File: config.mk
export PLATFORM = sky130hd
export DESIGN_NAME = keyboard_scancode_to_ascii
export DESIGN_NICKNAME = d
export VERILOG_FILES = /design/src/design/kbd_pkg.sv /design/src/design/keyboard_scancode_to_ascii.sv
export SDC_FILE = /design/constraint.sdc
export NUM_CORES = 1
export LEC_CHECK = 0
export BUFFER_PORTS_ARGS = -buffer_cell sky130_fd_sc_hd__clkbuf_2
export CELL_PAD_IN_SITES_DETAIL_PLACEMENT = 0
export CELL_PAD_IN_SITES_GLOBAL_PLACEMENT = 1
export CORE_ASPECT_RATIO = 0.8
export CORE_MARGIN = 1.5
export CORE_UTILIZATION = 40
export CTS_BUF_LIST = sky130_fd_sc_hd__clkbuf_4
export DETAILED_ROUTE_END_ITERATION = 8
export GPL_TIMING_DRIVEN = 0
export PLACE_DENSITY_LB_ADDON = 0.1
export SYNTH_ARGS = -nofsm -noshare
export SYNTH_HDL_FRONTEND = slang
export SYNTH_SLANG_ARGS = --single-unit
File: constraint.sdc
create_clock -name clk -period 4.05 [get_ports clk]
set_input_delay 0.2025 -clock clk [delete_from_list [all_inputs] [get_ports clk]]
set_output_delay 0.2025 -clock clk [all_outputs]
set_load 0.01 [all_outputs]
File: src/design/kbd_pkg.sv
// ----------------------------------------------------------------------------
// kbd_pkg: scancode set 1 translation constants and tables
// Scancode values, table bounds, the plain and shifted maps, a fixed-key lookup.
// ----------------------------------------------------------------------------
package kbd_pkg;

	localparam int TABLE_LEN = 58;

	localparam logic [7:0] SC_LSHIFT_MAKE  = 8'h2A;
	localparam logic [7:0] SC_RSHIFT_MAKE  = 8'h36;
	localparam logic [7:0] SC_LSHIFT_BREAK = 8'hAA;
	localparam logic [7:0] SC_RSHIFT_BREAK = 8'hB6;
	localparam logic [7:0] SC_CAPS_MAKE    = 8'h3A;
	localparam logic [7:0] SC_CAPS_LO      = 8'h10;
	localparam logic [7:0] SC_CAPS_HI      = 8'h32;

	localparam logic [7:0] SC_ESCAPE = 8'h01;
	localparam logic [7:0] SC_LEFT   = 8'h4B;
	localparam logic [7:0] SC_RIGHT  = 8'h4D;
	localparam logic [7:0] SC_UP     = 8'h48;
	localparam logic [7:0] SC_DOWN   = 8'h50;
	localparam logic [7:0] SC_DELETE = 8'h53;
	localparam logic [7:0] SC_F1     = 8'h3B;
	localparam logic [7:0] SC_F2     = 8'h3C;

	localparam logic [6:0] PLAIN_MAP [0:TABLE_LEN-1] = '{
		7'h00, 7'h1B, 7'h31, 7'h32, 7'h33, 7'h34, 7'h35, 7'h36, 7'h37, 7'h38,
		7'h39, 7'h30, 7'h2D, 7'h3D, 7'h08, 7'h09, 7'h71, 7'h77, 7'h65, 7'h72,
		7'h74, 7'h79, 7'h75, 7'h69, 7'h6F, 7'h70, 7'h5B, 7'h5D, 7'h0A, 7'h00,
		7'h61, 7'h73, 7'h64, 7'h66, 7'h67, 7'h68, 7'h6A, 7'h6B, 7'h6C, 7'h3B,
		7'h27, 7'h60, 7'h00, 7'h5C, 7'h7A, 7'h78, 7'h63, 7'h76, 7'h62, 7'h6E,
		7'h6D, 7'h2C, 7'h2E, 7'h2F, 7'h00, 7'h2A, 7'h00, 7'h20
	};

	localparam logic [6:0] UPPER_MAP [0:TABLE_LEN-1] = '{
		7'h00, 7'h1B, 7'h21, 7'h40, 7'h23, 7'h24, 7'h25, 7'h5E, 7'h26, 7'h2A,
		7'h28, 7'h29, 7'h5F, 7'h2B, 7'h08, 7'h09, 7'h51, 7'h57, 7'h45, 7'h52,
		7'h54, 7'h59, 7'h55, 7'h49, 7'h4F, 7'h50, 7'h7B, 7'h7D, 7'h0A, 7'h00,
		7'h41, 7'h53, 7'h44, 7'h46, 7'h47, 7'h48, 7'h4A, 7'h4B, 7'h4C, 7'h3A,
		7'h22, 7'h7E, 7'h00, 7'h7C, 7'h5A, 7'h58, 7'h43, 7'h56, 7'h42, 7'h4E,
		7'h4D, 7'h3C, 7'h3E, 7'h3F, 7'h00, 7'h2A, 7'h00, 7'h20
	};

	function automatic logic [6:0] fixed_key(input logic [7:0] code);
		logic [6:0] ch;
		case (code)
			SC_ESCAPE: ch = 7'h1B;
			SC_LEFT:   ch = 7'h3C;
			SC_RIGHT:  ch = 7'h3E;
			SC_UP:     ch = 7'h5E;
			SC_DOWN:   ch = 7'h76;
			SC_DELETE: ch = 7'h7F;
			SC_F1:     ch = 7'h46;
			SC_F2:     ch = 7'h47;
			default:   ch = 7'h00;
		endcase
		return ch;
	endfunction

endpackage

File: src/design/keyboard_scancode_to_ascii.sv
// A scancode beat moves to the input register, then to the result register.
// Throughput: one scancode per cycle; the input register and the result
// register each move every cycle unless the output side stalls.
// Reset: arst_n clears shift, caps lock and both valid flags at once.
// ----------------------------------------------------------------------------
// keyboard_scancode_to_ascii: set 1 scancode to ASCII translator
// Tracks shift and caps lock, maps make codes to characters, drops releases.
// ----------------------------------------------------------------------------
module keyboard_scancode_to_ascii import kbd_pkg::*; (
	input  logic       clk,
	input  logic       arst_n,
	input  logic       in_valid,
	output logic       in_stall,
	input  logic [7:0] scan_byte,
	output logic       out_valid,
	input  logic       out_stall,
	output logic [6:0] key_char
);

	logic       valid_s1;
	logic [7:0] byte_s1;
	logic       shift_q;
	logic       caps_q;
	logic       out_valid_q;
	logic [6:0] char_q;

	logic       advance;
	logic       load_s1;
	logic       shift_d;
	logic       caps_d;
	logic       hit;
	logic [6:0] ch;
	logic       upper;

	assign advance   = !out_valid_q || !out_stall;
	assign load_s1   = advance || !valid_s1;
	assign in_stall  = !load_s1;
	assign out_valid = out_valid_q;
	assign key_char  = char_q;

	always_comb begin
		shift_d = shift_q;
		caps_d  = caps_q;
		ch      = 7'h00;
		upper   = 1'b0;
		if (byte_s1 == SC_LSHIFT_MAKE || byte_s1 == SC_RSHIFT_MAKE) begin
			shift_d = 1'b1;
		end else if (byte_s1 == SC_LSHIFT_BREAK || byte_s1 == SC_RSHIFT_BREAK) begin
			shift_d = 1'b0;
		end else if (byte_s1 == SC_CAPS_MAKE) begin
			caps_d = !caps_q;
		end else if (!byte_s1[7]) begin
			ch = fixed_key(byte_s1);
			if (ch == 7'h00 && byte_s1 < 8'(TABLE_LEN)) begin
				upper = shift_q ||
					(caps_q && byte_s1 >= SC_CAPS_LO && byte_s1 <= SC_CAPS_HI);
				ch = upper ? UPPER_MAP[byte_s1[5:0]] : PLAIN_MAP[byte_s1[5:0]];
			end
		end
		hit = ch != 7'h00;
	end

	always_ff @(posedge clk or negedge arst_n) begin
		if (!arst_n) begin
			valid_s1    <= 1'b0;
			shift_q     <= 1'b0;
			caps_q      <= 1'b0;
			out_valid_q <= 1'b0;
		end else begin
			if (load_s1) begin
				valid_s1 <= in_valid;
			end
			if (advance) begin
				if (valid_s1) begin
					shift_q <= shift_d;
					caps_q  <= caps_d;
				end
				out_valid_q <= valid_s1 && hit;
			end
		end
	end

	// hold payload while stalled
	always_ff @(posedge clk) begin
		if (load_s1) begin
			byte_s1 <= scan_byte;
		end
		if (advance) begin
			char_q <= ch;
		end
	end

endmodule
==> impl_metrics.ini <==
[detailed_routing]
vias_per_cell = 6.366
drc = 0
via_count = 2451
initialDrtViolationCount = 285
wl_per_cell_um = 20.01
wirelength_um = 7703
dr.pass1.iters = 5
ant_nets = 0

[final_layout]
num-nets-final = 333
syn_to_final_growth_pct = 10.50
drive_above_1_share = 0.1824
final_area_sq_um = 2502
n_antenna_cell = 0

[synth]
synth_most_common_cell = nor2_1
seq_area_frac_synth = 0.2431
synthArstFlopShare = 0.2105
syn_nets = 307
yosysUniqueCellTypes = 68
synth-main-ff-cell = edfxtp_1
yosys-top-cells-count = nor2_1, nand2_1, o21ai_0
synth.largest_area_cell = edfxtp_1
synth_edf_count = 15
syn_inst = 282
yosys_warnings = 0
ys_seq_elements = 19
syn_avg_cell_area_sq_um = 8.031
synth_top_area_frac = 0.1989
synth.area.top_cells = edfxtp_1, ha_1, dfrtp_1
netlist_area_sq_um = 2265

[sta]
maxSlewViolCount = 0
fin_skew_ns = 0.003699
hold_viol = 0
finalSetupViolations = 0
fin_hold_ws_ns = 0.07167
fmax_ghz = 0.2719
relSlewSlack = 0.5367
final.setup.tns_ns = 0
finalCriticalPeriod_ns = 3.678
tightest_slew_ns = 0.6949
rsz0062_at_grt = no
fin_crit_sh = 0.9082

[clock_network]
worstSkewPairLatency_ns = 0.30
root_buffer = clkbuf_4
cts.sinks = 19
path_clk_slew_ns = 0.10
numCtsBuffers = 3
htree_levels = 1
cts_tree = yes
clk_path_buf_depth = 2

[placement]
dp_hpwl_um = 5781
port_buffers = 20
place_congestion = 0.9715
place_area_sq_um = 2462

[worst_setup_path]
cp-end-kind = flip-flop
crit_fanout = 12
max_stage_delay_ns = 0.55
worst-r2r-cell-count = 11
path_cells = buf_4 > inv_2 > clkbuf_1 > ha_1 > nor2b_1 > o21a_1 > o31ai_2 > nor4_1 > o311a_1 > or3_1 > o32a_1
arrival_ns = 3.87
r2r-start = byte_s1[2]
worst_ep_required_time_ns = 4.25
worst-path-stages = 11
startpoint_type = flip-flop
criticalPathCategory = flip-flop to flip-flop
crit_path_end = out_valid
reg2reg_setup_slack_ns = 0.37
crit_family = compound AO/OA/AOI/OAI gates
r2r-end = out_valid
critPathBufInv = 3
cp_slowest_cell = edfxtp_1
crit_start = byte_s1[2]

[global_route]
grt_remaining_overflow = 0
grt_pass1_vias = 2262
grt_pass1_wl_um = 12190
grt_usage = 0.2563
antenna_found_initial = 0
grt_max_degree = 13

[floorplanning]
core_area_sq_um = 5465
die_x_um = 87.13
die_h_um = 70.30
rows = 24
ios = 21
dieArea_sq_um = 6125
start_util = 0.4144

[power_and_ir_drop]
leakagePower_nw = 0.9904
power_density_nw_per_um2 = 336.9
vdd_drop_max_mv = 0.1559

[hold_path]
hold_path.class = primary input to flip-flop
hold_depth = 1

[run_status]
status = completed

[run]
maxCapViolCount = 0
## timing repair
action / 4_1_cts / 5_1_grt
endpoints found under the setup margin: 0 / 0
resized for setup: 0 / 0
endpoints found under the hold margin: 4 / 0
buffers inserted: 0 / 0
hold buffers: 1 / 0
## per-layer routing
layer / GRT usage / share of wire
met1: 0.3770 / 0.44
met2: 0.3652 / 0.42
met3: 0.08274 / 0.13
met4: 0.05115 / 0.017
met5: 0 / 0
## logic make-up after synthesis
group | count (synthesis) | share of synthesized area
simple gates | 108 | 0.2553
buf+inv | 36 | 0.07680
mux | 8 | 0.04254
compound gates | 95 | 0.2989
fa+ha+maj | 13 | 0.07182
xor+xnor | 3 | 0.01160
flops | 19 | 0.2431
## how the worst min path moves through the flow
stage	start	slack [ns]	endpoint
after floorplan	arst_n	-0.09	caps_q
after global placement	arst_n	0.03	shift_q
after detailed placement	arst_n	0.03	shift_q
after CTS	scan_byte[2]	0.07	byte_s1[2]
after global routing	scan_byte[6]	0.06	byte_s1[6]
final	scan_byte[2]	0.07	byte_s1[2]
## area by class of cell
type | count | area (sq um)
fill | 566 | 2963
multi-input combinational | 227 | 1540
sequential | 19 | 550.5
buffer | 24 | 128.9
timing repair buffer | 21 | 110.1
tap | 78 | 97.59
inverter | 12 | 45.04
clock buffer | 4 | 30.03
## worst reg2reg max path: cells and delay by family (launching register included)
family	cells	cell delay, ns
compound gates	4	1.39
fa+ha+maj	1	0.34
buf+inv	3	0.63
flops	1	0.55
simple gates	3	0.68
## layout by cell type (no fill, tap or decap), drive strengths merged, types with 3 or more instances in the layout
cell type	count
a31oi	12
a32oi	3
edfxtp	15
nor2	25
a21oi	13
mux2i	4
dfrtp	4
a211oi	6
nor2b	16
nand4	7
clkbuf	32
nand2b	4
o311ai	3
buf	16
o21ai	18
mux2	3
ha	13
nor3	8
nand2	19
o311a	5
or3	3
or2	3
nand3	7
o211ai	5
inv	12
## sequential cells by signal (all words and copies together) (netlist names)
register	cells
shift_q	1
caps_q	1
out_valid	1
valid_s1	1
key_char	7
byte_s1	8
## through the flow
step / utilization / power [W] / setup WS [ns] / cells
6_report: 0.4579 / 0.0008430 / 0.3719 / 385
5_1_grt: 0.4579 / 0.0008909 / 0.2906 / 385
4_1_cts: 0.4579 / 0.0008288 / 0.4832 / 385
3_5_place_dp: 0.4505 / 0.0007264 / 0.5109 / 380
3_3_place_gp: 0.4505 / 0.0007359 / 0.4174 / 380
2_1_floorplan: - / 0.0005898 / 1.012 / 282
## power breakdown
group / total [W] / internal, W / leakage [nW] / switching [W]
clock network: 0.000102 / 0.0000451 / 0.0184 / 0.0000574
registers: 0.000279 / 0.000253 / 0.211 / 0.0000258
logic: 0.000462 / 0.000169 / 0.761 / 0.000292
(Power assumes the default switching activity.)
